## config.mk

```make
export PLATFORM = sky130hd
export DESIGN_NAME = pmt_dark_pulse_discriminator
export DESIGN_NICKNAME = d
export VERILOG_FILES = /design/src/rtl/pmtdpd_pkg.sv /design/src/rtl/pmt_dark_pulse_discriminator.sv
export SDC_FILE = /design/constraint.sdc
export NUM_CORES = 1
export LEC_CHECK = 0
export BUFFER_PORTS_ARGS = -buffer_cell sky130_fd_sc_hd__clkbuf_2
export CORE_MARGIN = 1.5
export CORE_UTILIZATION = 30
export DETAILED_ROUTE_END_ITERATION = 8
export RECOVER_POWER = 100
export SYNTH_ARGS = -nofsm -noshare
export SYNTH_HDL_FRONTEND = slang
export SYNTH_SLANG_ARGS = --single-unit
```

## constraint.sdc

```tcl
create_clock -name clk_i -period 13.9 [get_ports clk_i]
set_clock_uncertainty 0.2 [all_clocks]
set_input_delay 2.085 -clock clk_i [delete_from_list [all_inputs] [get_ports clk_i]]
set_output_delay 2.085 -clock clk_i [all_outputs]
set_load 0.02 [all_outputs]
```

## src/rtl/pmtdpd_pkg.sv

```systemverilog
package pmtdpd_pkg;

  // Fixed field widths of the sample, result and register ports.
  localparam int unsigned ADC_BITS   = 14;
  localparam int unsigned ADC_MAX    = (1 << ADC_BITS) - 1;
  localparam int unsigned THR_W      = 14;
  localparam int unsigned NSPS_W     = 7;
  localparam int unsigned LATE_W     = 10;
  localparam int unsigned HEIGHT_W   = 15;
  localparam int unsigned PEAK_W     = 7;
  localparam int unsigned COUNT_W    = 32;
  localparam int unsigned CFG_DATA_W = 14;
  localparam int unsigned CFG_IDX_W  = 2;

  // Number of baseline windows; the first and the last are candidates.
  localparam int unsigned NUM_WIN = 4;

  // Defaults for the top-level parameters.
  localparam int unsigned MAX_SAMPLES_DEF = 128;
  localparam int unsigned WINDOW_LEN_DEF  = 25;

  // Register reset values.
  localparam logic [THR_W-1:0]  THRESHOLD_RST = THR_W'(10);
  localparam logic [NSPS_W-1:0] NSPS_RST      = NSPS_W'(2);
  localparam logic [LATE_W-1:0] LATE_RST      = LATE_W'(60);

  // Configuration register indexes.
  typedef enum logic [CFG_IDX_W-1:0] {
    CFG_THRESHOLD     = 2'd0,
    CFG_NS_PER_SAMPLE = 2'd1,
    CFG_LATE_PEAK     = 2'd2
  } cfg_index_e;

endpackage

```

## src/rtl/pmt_dark_pulse_discriminator.sv

```systemverilog
// Dark-pulse discriminator for photomultiplier waveforms. Samples of a waveform arrive one
// per request with a mark on the final one; the block sums four windows of WINDOW_LEN samples,
// tracks the first minimum, and on the marked sample emits one result: the pulse height
// (baseline minus minimum, where the baseline is the first window's mean if the minimum comes
// later than late_peak_ns, else the fourth window's mean, truncated), the dark flag
// (height strictly above threshold_counts), the peak index and wrapping dark and event totals.
// Unmarked samples give no result. One sample is taken every cycle, except while a marked sample
// waits in the input register for the divide stage; the rate is set by the window and minimum
// update, which is a single register stage. After its marked sample is accepted into the input
// register, a result passes accumulate, reciprocal-multiply divide and peak timing, then height
// and threshold compare, each ending in a register, and the output register lets new samples
// flow while a result waits. Registers may be written only while no waveform is in flight.
module pmt_dark_pulse_discriminator #(
  parameter int unsigned MAX_SAMPLES = pmtdpd_pkg::MAX_SAMPLES_DEF,
  parameter int unsigned WINDOW_LEN  = pmtdpd_pkg::WINDOW_LEN_DEF
) (
  input  logic                                  clk_i,
  input  logic                                  rst_ni,
  // Sample channel.
  input  logic                                  in_valid_i,
  output logic                                  in_stall_o,
  input  logic [pmtdpd_pkg::ADC_BITS-1:0]       sample_i,
  input  logic                                  last_sample_i,
  // Result channel.
  output logic                                  out_valid_o,
  input  logic                                  out_stall_i,
  output logic signed [pmtdpd_pkg::HEIGHT_W-1:0] pulse_height_o,
  output logic                                  is_dark_pulse_o,
  output logic [pmtdpd_pkg::PEAK_W-1:0]         peak_index_o,
  output logic [pmtdpd_pkg::COUNT_W-1:0]        dark_total_o,
  output logic [pmtdpd_pkg::COUNT_W-1:0]        event_total_o,
  // Configuration write port.
  input  logic                                  cfg_we_i,
  input  logic [pmtdpd_pkg::CFG_IDX_W-1:0]      cfg_index_i,
  input  logic [pmtdpd_pkg::CFG_DATA_W-1:0]     cfg_data_i
);

  import pmtdpd_pkg::*;

  // Derived sizes.
  localparam int unsigned POS_W  = $clog2(MAX_SAMPLES);
  localparam int unsigned WCNT_W = (WINDOW_LEN > 1) ? $clog2(WINDOW_LEN) : 1;
  localparam int unsigned WIDX_W = $clog2(NUM_WIN + 1);
  localparam int unsigned WSEL_W = $clog2(NUM_WIN);
  // When the position saturates inside the windows, one window keeps summing and wraps.
  localparam bit          SUM_WRAPS = (MAX_SAMPLES - 1) < (NUM_WIN * WINDOW_LEN);
  localparam longint unsigned SUM_MAX = SUM_WRAPS ? 64'hFFFF_FFFF
                                                  : longint'(WINDOW_LEN) * ADC_MAX;
  localparam int unsigned SUM_W   = $clog2(SUM_MAX + 1);
  localparam longint unsigned QUO_MAX = SUM_MAX / WINDOW_LEN;
  localparam int unsigned QUO_W   = $clog2(QUO_MAX + 1);
  // Reciprocal divide: exact for every sum below 2**SUM_W, no correction needed.
  localparam int unsigned DIV_SHIFT = SUM_W + $clog2(WINDOW_LEN);
  localparam int unsigned RECIP_W   = SUM_W + 1;
  localparam longint unsigned RECIP = ((64'd1 << DIV_SHIFT) / WINDOW_LEN) + 1;
  localparam logic [RECIP_W-1:0] RECIP_C = RECIP_W'(RECIP);
  localparam int unsigned PROD_W    = SUM_W + RECIP_W;
  localparam int unsigned PEAK_NS_W = POS_W + NSPS_W;
  localparam int unsigned HT_W      = QUO_W + 1;

  localparam logic [POS_W-1:0]  POS_LAST  = POS_W'(MAX_SAMPLES - 1);
  localparam logic [WCNT_W-1:0] WCNT_LAST = WCNT_W'(WINDOW_LEN - 1);
  localparam logic [WIDX_W-1:0] WIDX_END  = WIDX_W'(NUM_WIN);

  // Configuration registers.
  logic [THR_W-1:0]  threshold_q;
  logic [NSPS_W-1:0] nsps_q;
  logic [LATE_W-1:0] late_q;

  // Handshake and stage control.
  logic ready_in, ready_b, ready_c, ready_out;
  logic fire_a, load_b, load_c, load_out;

  // Input register.
  logic                in_valid_q;
  logic [ADC_BITS-1:0] in_sample_q;
  logic                in_last_q;

  // Waveform state.
  logic [POS_W-1:0]    pos_q, pos_d;
  logic [WCNT_W-1:0]   wcnt_q, wcnt_d;
  logic [WIDX_W-1:0]   widx_q, widx_d;
  logic [SUM_W-1:0]    sums_q [NUM_WIN];
  logic [SUM_W-1:0]    sums_d [NUM_WIN];
  logic [ADC_BITS-1:0] min_q, min_d;
  logic [POS_W-1:0]    min_pos_q, min_pos_d;

  // Divide and timing stage.
  logic                b_valid_q;
  logic [SUM_W-1:0]    b_sum0_q, b_sum3_q;
  logic [ADC_BITS-1:0] b_min_q;
  logic [POS_W-1:0]    b_pos_q;
  logic [PROD_W-1:0]   prod0, prod3;
  logic [PEAK_NS_W-1:0] peak_ns;
  logic                late_peak;

  // Height stage.
  logic                c_valid_q;
  logic [QUO_W-1:0]    c_quo0_q, c_quo3_q;
  logic                c_late_q;
  logic [ADC_BITS-1:0] c_min_q;
  logic [POS_W-1:0]    c_pos_q;
  logic [QUO_W-1:0]    baseline;
  logic signed [HT_W-1:0] height;
  logic                dark;

  // Totals and output register.
  logic [COUNT_W-1:0]  dark_count_q, event_count_q;
  logic                out_valid_q;

  // Stage advance: each stage moves when the one after it is empty or moving.
  always_comb begin
    ready_out = !out_valid_q || !out_stall_i;
    load_out  = c_valid_q && ready_out;
    ready_c   = !c_valid_q || ready_out;
    load_c    = b_valid_q && ready_c;
    ready_b   = !b_valid_q || ready_c;
    fire_a    = in_valid_q && (!in_last_q || ready_b);
    load_b    = fire_a && in_last_q;
    ready_in  = !in_valid_q || !in_last_q || ready_b;
  end

  assign in_stall_o = !ready_in;

  // Configuration writes; unknown indexes are dropped.
  always_ff @(posedge clk_i or negedge rst_ni) begin
    if (!rst_ni) begin
      threshold_q <= THRESHOLD_RST;
      nsps_q      <= NSPS_RST;
      late_q      <= LATE_RST;
    end else if (cfg_we_i) begin
      case (cfg_index_i)
        CFG_THRESHOLD:     threshold_q <= cfg_data_i[THR_W-1:0];
        CFG_NS_PER_SAMPLE: nsps_q      <= cfg_data_i[NSPS_W-1:0];
        CFG_LATE_PEAK:     late_q      <= cfg_data_i[LATE_W-1:0];
        default: ;
      endcase
    end
  end

  // Input register.
  always_ff @(posedge clk_i or negedge rst_ni) begin
    if (!rst_ni) begin
      in_valid_q <= 1'b0;
    end else if (ready_in) begin
      in_valid_q <= in_valid_i;
    end
  end

  always_ff @(posedge clk_i) begin
    if (in_valid_i && ready_in) begin
      in_sample_q <= sample_i;
      in_last_q   <= last_sample_i;
    end
  end

  // Per-sample update of window sums, minimum and position.
  always_comb begin
    pos_d     = pos_q;
    wcnt_d    = wcnt_q;
    widx_d    = widx_q;
    min_d     = min_q;
    min_pos_d = min_pos_q;
    for (int i = 0; i < NUM_WIN; i++) begin
      sums_d[i] = sums_q[i];
    end
    if (widx_q < WIDX_END) begin
      sums_d[widx_q[WSEL_W-1:0]] = sums_q[widx_q[WSEL_W-1:0]]
                                   + SUM_W'(in_sample_q);
    end
    if (in_sample_q < min_q) begin
      min_d     = in_sample_q;
      min_pos_d = pos_q;
    end
    // The window counters follow the position, so they freeze with it.
    if (pos_q < POS_LAST) begin
      pos_d = pos_q + POS_W'(1);
      if (wcnt_q == WCNT_LAST) begin
        wcnt_d = '0;
        if (widx_q < WIDX_END) begin
          widx_d = widx_q + WIDX_W'(1);
        end
      end else begin
        wcnt_d = wcnt_q + WCNT_W'(1);
      end
    end
  end

  // Waveform state; the final sample hands it to the next stage and clears it.
  always_ff @(posedge clk_i or negedge rst_ni) begin
    if (!rst_ni) begin
      pos_q     <= '0;
      wcnt_q    <= '0;
      widx_q    <= '0;
      min_q     <= {ADC_BITS{1'b1}};
      min_pos_q <= '0;
      for (int i = 0; i < NUM_WIN; i++) begin
        sums_q[i] <= '0;
      end
    end else if (fire_a) begin
      if (in_last_q) begin
        pos_q     <= '0;
        wcnt_q    <= '0;
        widx_q    <= '0;
        min_q     <= {ADC_BITS{1'b1}};
        min_pos_q <= '0;
        for (int i = 0; i < NUM_WIN; i++) begin
          sums_q[i] <= '0;
        end
      end else begin
        pos_q     <= pos_d;
        wcnt_q    <= wcnt_d;
        widx_q    <= widx_d;
        min_q     <= min_d;
        min_pos_q <= min_pos_d;
        for (int i = 0; i < NUM_WIN; i++) begin
          sums_q[i] <= sums_d[i];
        end
      end
    end
  end

  // Divide stage registers.
  always_ff @(posedge clk_i or negedge rst_ni) begin
    if (!rst_ni) begin
      b_valid_q <= 1'b0;
    end else if (ready_b) begin
      b_valid_q <= load_b;
    end
  end

  always_ff @(posedge clk_i) begin
    if (load_b) begin
      b_sum0_q <= sums_d[0];
      b_sum3_q <= sums_d[NUM_WIN-1];
      b_min_q  <= min_d;
      b_pos_q  <= min_pos_d;
    end
  end

  // Both candidate baselines by reciprocal multiply, and the peak time in parallel.
  always_comb begin
    prod0     = {{RECIP_W{1'b0}}, b_sum0_q} * {{SUM_W{1'b0}}, RECIP_C};
    prod3     = {{RECIP_W{1'b0}}, b_sum3_q} * {{SUM_W{1'b0}}, RECIP_C};
    peak_ns   = {{NSPS_W{1'b0}}, b_pos_q} * {{POS_W{1'b0}}, nsps_q};
    late_peak = peak_ns > {{(PEAK_NS_W-LATE_W){1'b0}}, late_q};
  end

  // Height stage registers.
  always_ff @(posedge clk_i or negedge rst_ni) begin
    if (!rst_ni) begin
      c_valid_q <= 1'b0;
    end else if (ready_c) begin
      c_valid_q <= load_c;
    end
  end

  always_ff @(posedge clk_i) begin
    if (load_c) begin
      c_quo0_q <= prod0[DIV_SHIFT +: QUO_W];
      c_quo3_q <= prod3[DIV_SHIFT +: QUO_W];
      c_late_q <= late_peak;
      c_min_q  <= b_min_q;
      c_pos_q  <= b_pos_q;
    end
  end

  // Baseline choice, height and threshold compare; negative heights are never dark.
  always_comb begin
    baseline = c_late_q ? c_quo0_q : c_quo3_q;
    height   = $signed({1'b0, baseline})
               - $signed({{(HT_W-ADC_BITS){1'b0}}, c_min_q});
    dark     = height > $signed({{(HT_W-THR_W){1'b0}}, threshold_q});
  end

  // Running totals and output valid.
  always_ff @(posedge clk_i or negedge rst_ni) begin
    if (!rst_ni) begin
      out_valid_q   <= 1'b0;
      dark_count_q  <= '0;
      event_count_q <= '0;
    end else begin
      if (ready_out) begin
        out_valid_q <= c_valid_q;
      end
      if (load_out) begin
        dark_count_q  <= dark_count_q + COUNT_W'(dark);
        event_count_q <= event_count_q + COUNT_W'(1);
      end
    end
  end

  // Result payload.
  always_ff @(posedge clk_i) begin
    if (load_out) begin
      pulse_height_o  <= height[HEIGHT_W-1:0];
      is_dark_pulse_o <= dark;
      peak_index_o    <= c_pos_q[PEAK_W-1:0];
      dark_total_o    <= dark_count_q + COUNT_W'(dark);
      event_total_o   <= event_count_q + COUNT_W'(1);
    end
  end

  assign out_valid_o = out_valid_q;

`ifndef SYNTH
  // The waveform state is back at its cleared values after a final sample.
  a_clear_after_last: assert property (@(posedge clk_i) disable iff (!rst_ni)
    (fire_a && in_last_q) |=> (pos_q == '0 && widx_q == '0 && min_q == {ADC_BITS{1'b1}}))
    else $error("waveform state not cleared after final sample");

  // The dark count steps exactly when the delivered result is flagged dark.
  a_dark_step: assert property (@(posedge clk_i) disable iff (!rst_ni)
    load_out |=> (dark_count_q - $past(dark_count_q)) == COUNT_W'(is_dark_pulse_o))
    else $error("dark count step disagrees with dark flag");

  // A pending result carries the current totals.
  a_totals_match: assert property (@(posedge clk_i) disable iff (!rst_ni)
    out_valid_o |-> (event_total_o == event_count_q && dark_total_o == dark_count_q))
    else $error("result totals differ from running counts");
`endif

endmodule

```

==> impl_metrics.py <==
metrics = {
    "status": {
        "outcome": "complete, but fails checks",
        "violations": "max-capacitance violations, max-slew violations",
    },
    "sta": {
        "setup_violations": 0,
        "period_needed_ps": 8736,
        "maxSlewViolCount": 466,
        "hold_violations": 0,
        "setup_tns_ps": 0,
        "slew_headroom": -2.268,
        "rsz0062_at_grt": "no",
        "fmax_mhz": 114.5,
        "fin_crit_sh": 0.6285,
        "tightestPinTransition_ps": 4902,
        "hold_slack_ps": 216.0,
    },
    "worst_hold_path": {
        "whs_path_depth": 0,
        "hold_path_class": "reg -> reg",
    },
    "cells_and_area": {
        "multiInputGateArea_mm2": 0.01885,
        "nets": 3892,
        "utilization": 0.3377,
        "layout-drive-gt1-share": 0.06291,
        "register_area_mm2": 0.01164,
        "final_cell_area_mm2": 0.03686,
        "areaGrowthSynthToFinish_pct": 11.22,
        "nFillCells": 11010,
        "n_antenna_cell": 0,
    },
    "clocking": {
        "clkTransAtPathRegs_ps": 50,
        "cts_htree_levels": 2,
        "cts_sinks": 422,
        "cts-root-buf": "clkbuf_16",
        "post_cts_buffers": 0,
        "insertion_delay_ps": 610,
        "cts_made_buffers": 48,
        "cts_tree": "done",
        "holdBufCountCts": 0,
        "cts-resized-gates": 0,
        "cts.path.max_buffers": 3,
    },
    "worst_setup_path": {
        "crit_required_ps": 14320,
        "path_cells": "clkbuf_1 -> clkbuf_1 -> buf_4",
        "crit_cells": 3,
        "path_max_fanout": 89,
        "slowest_stage": "clkbuf_1",
        "slowest_delay_ps": 3360,
        "r2r_cells": 21,
        "crit_top_cell": "clkbuf_1",
        "cp_top_family": "buffers and inverters",
        "cp_num_buf_inv": 3,
        "endpoint_kind": "asynchronous set/reset pin",
        "start_kind": "input port",
        "path_class": "in -> async",
        "arrival_ps": 9150,
    },
    "flow_run": {
        "max-cap-violations": 7,
    },
    "die": {
        "num_rows": 121,
        "core_mm2": 0.1092,
        "start_util": 0.3036,
        "io_pins": 125,
        "fp.dieArea_mm2": 0.1125,
        "die_x_um": 335.4,
        "die_h_um": 335.4,
    },
    "routing": {
        "top_layer_used": "met4",
        "vias": 20990,
        "route.met2.wl_um": 33900,
        "dr.pass1.iters": 5,
        "drtAntennaViolNets": 0,
        "dr_wl_met3_um": 3485,
        "wl_met1_um": 34980,
        "wl_per_cell_um": 15.84,
        "drt-total-wl_um": 73970,
        "drc": 0,
        "routed_via_density": 4.493,
        "drt_iter0_drc": 1148,
    },
    "logic_synthesis": {
        "netlist_area_mm2": 0.03314,
        "yosys.cell_types.count": 83,
        "synth_edf_count": 211,
        "avgSynthCellArea_um2": 10.98,
        "synth.top_cell.area_share": 0.1912,
        "synthCells": 3019,
        "synth_flop_cell": "edfxtp_1",
        "yosysTopAreaCell": "edfxtp_1",
        "syn-num-nets": 3756,
        "yosysWarnings": 0,
        "ys_seq_elements": 422,
        "synth_seq_area_share": 0.3513,
        "synthArstFlopShare": 0.5000,
        "synth.most_common_cell": "inv_1",
        "synth.area.top_cells": "edfxtp_1 (19%), fa_1 (17%), ha_1 (16%), dfrtp_1 (14%), inv_1 (6.8%)",
        "synth_commonest_cells": "inv_1 (597), ha_1 (427), fa_1 (274)",
    },
    "placed_design": {
        "dpl.hpwl_um": 59000,
        "numPortBuffers": 124,
        "globalplace.congestion": 0.8944,
        "placedInstanceArea_mm2": 0.03552,
    },
    "grt": {
        "grt_start_max_net_pins": 90,
        "grt_remaining_overflow": 0,
        "grt_usage": 0.1336,
        "grt_pass1_wl_um": 119500,
        "grt_pass1_vias": 21730,
        "antenna_found_initial": 2,
    },
}
## final cells by class
| cell class | count | share of cell area |
|---|---|---|
| sequential | 422 | 0.3159 |
| tap | 1476 | 0.05011 |
| inverter | 598 | 0.06093 |
| timing repair buffer | 140 | 0.01531 |
| clock buffer | 69 | 0.03744 |
| clock inverter | 21 | 0.008792 |
| multi-input combinational | 1945 | 0.5115 |
## flip-flops by register name, indices dropped and copies added, names as in the netlist, 15 cells and up
register	flops
b_sum0_q	19
event_total_o	32
event_count_q	32
sums_q	76
dark_total_o	32
b_sum3_q	19
pulse_height_o	15
dark_count_q	32
## through the flow
step,cells,setup WS [ps]
3_3_place_gp,4581,7097
6_report,4671,5164
3_5_place_dp,4581,6974
4_1_cts,4671,6939
2_1_floorplan,3019,7683
5_1_grt,4671,3788
## cell families after synthesis
logic type	synth area share
flops	0.3513
simple gates	0.08446
xor+xnor	0.05207
fa+ha+maj	0.3267
mux	0.03054
buf+inv	0.07510
compound gates	0.07978
## worst register-to-register path: cells and delay by family, from the launching register on
kind	cells	cell delay (ps)
compound gates	8	2420
buf+inv	5	360
flops	1	580
fa+ha+maj	7	3310
xor+xnor	1	140
## final timing paths
kind                             startpoint  slack (ps)                end
max in group clk_i              out_stall_i        6590   dark_count_q[30]
worst min register to register   b_min_q[0]         220         c_min_q[0]
worst max-delay path                 rst_ni        5160          b_valid_q
worst min-delay path             b_min_q[0]         220         c_min_q[0]
min in group asynchronous            rst_ni        3030  event_count_q[31]
worst max register to register  b_sum3_q[2]        6660        c_quo3_q[8]
## cells in the final DEF (no fill, tap or decap), types with 14 or more instances in the layout
cell type / count
o21ai_0: 129
a22o_1: 34
nor2b_1: 22
mux4_2: 19
dfrtp_1: 190
and2_1: 40
and3_1: 21
a21o_1: 52
a21oi_1: 77
nor3_1: 46
nand2_1: 215
clkbuf_1: 130
mux2_2: 47
ha_1: 427
nor2_1: 108
nand3_1: 35
a211oi_1: 21
a22oi_1: 14
xor2_1: 84
xnor2_1: 113
nand4_1: 32
dfstp_2: 21
fa_1: 274
inv_1: 596
nand2b_1: 17
edfxtp_1: 211
clkbuf_16: 48
clkbuf_2: 16
## layer usage
layer | vias to the layer above | track usage
met1 | 10220 | 0.1839
li1 | 10290 | -
met3 | 88 | 0.02212
met4 | 0 | 0.03100
met5 | - | 0
met2 | 383 | 0.2188
Power is not shown: default switching activity piles up to over one toggle a cycle in this logic, so the estimate is an artifact.
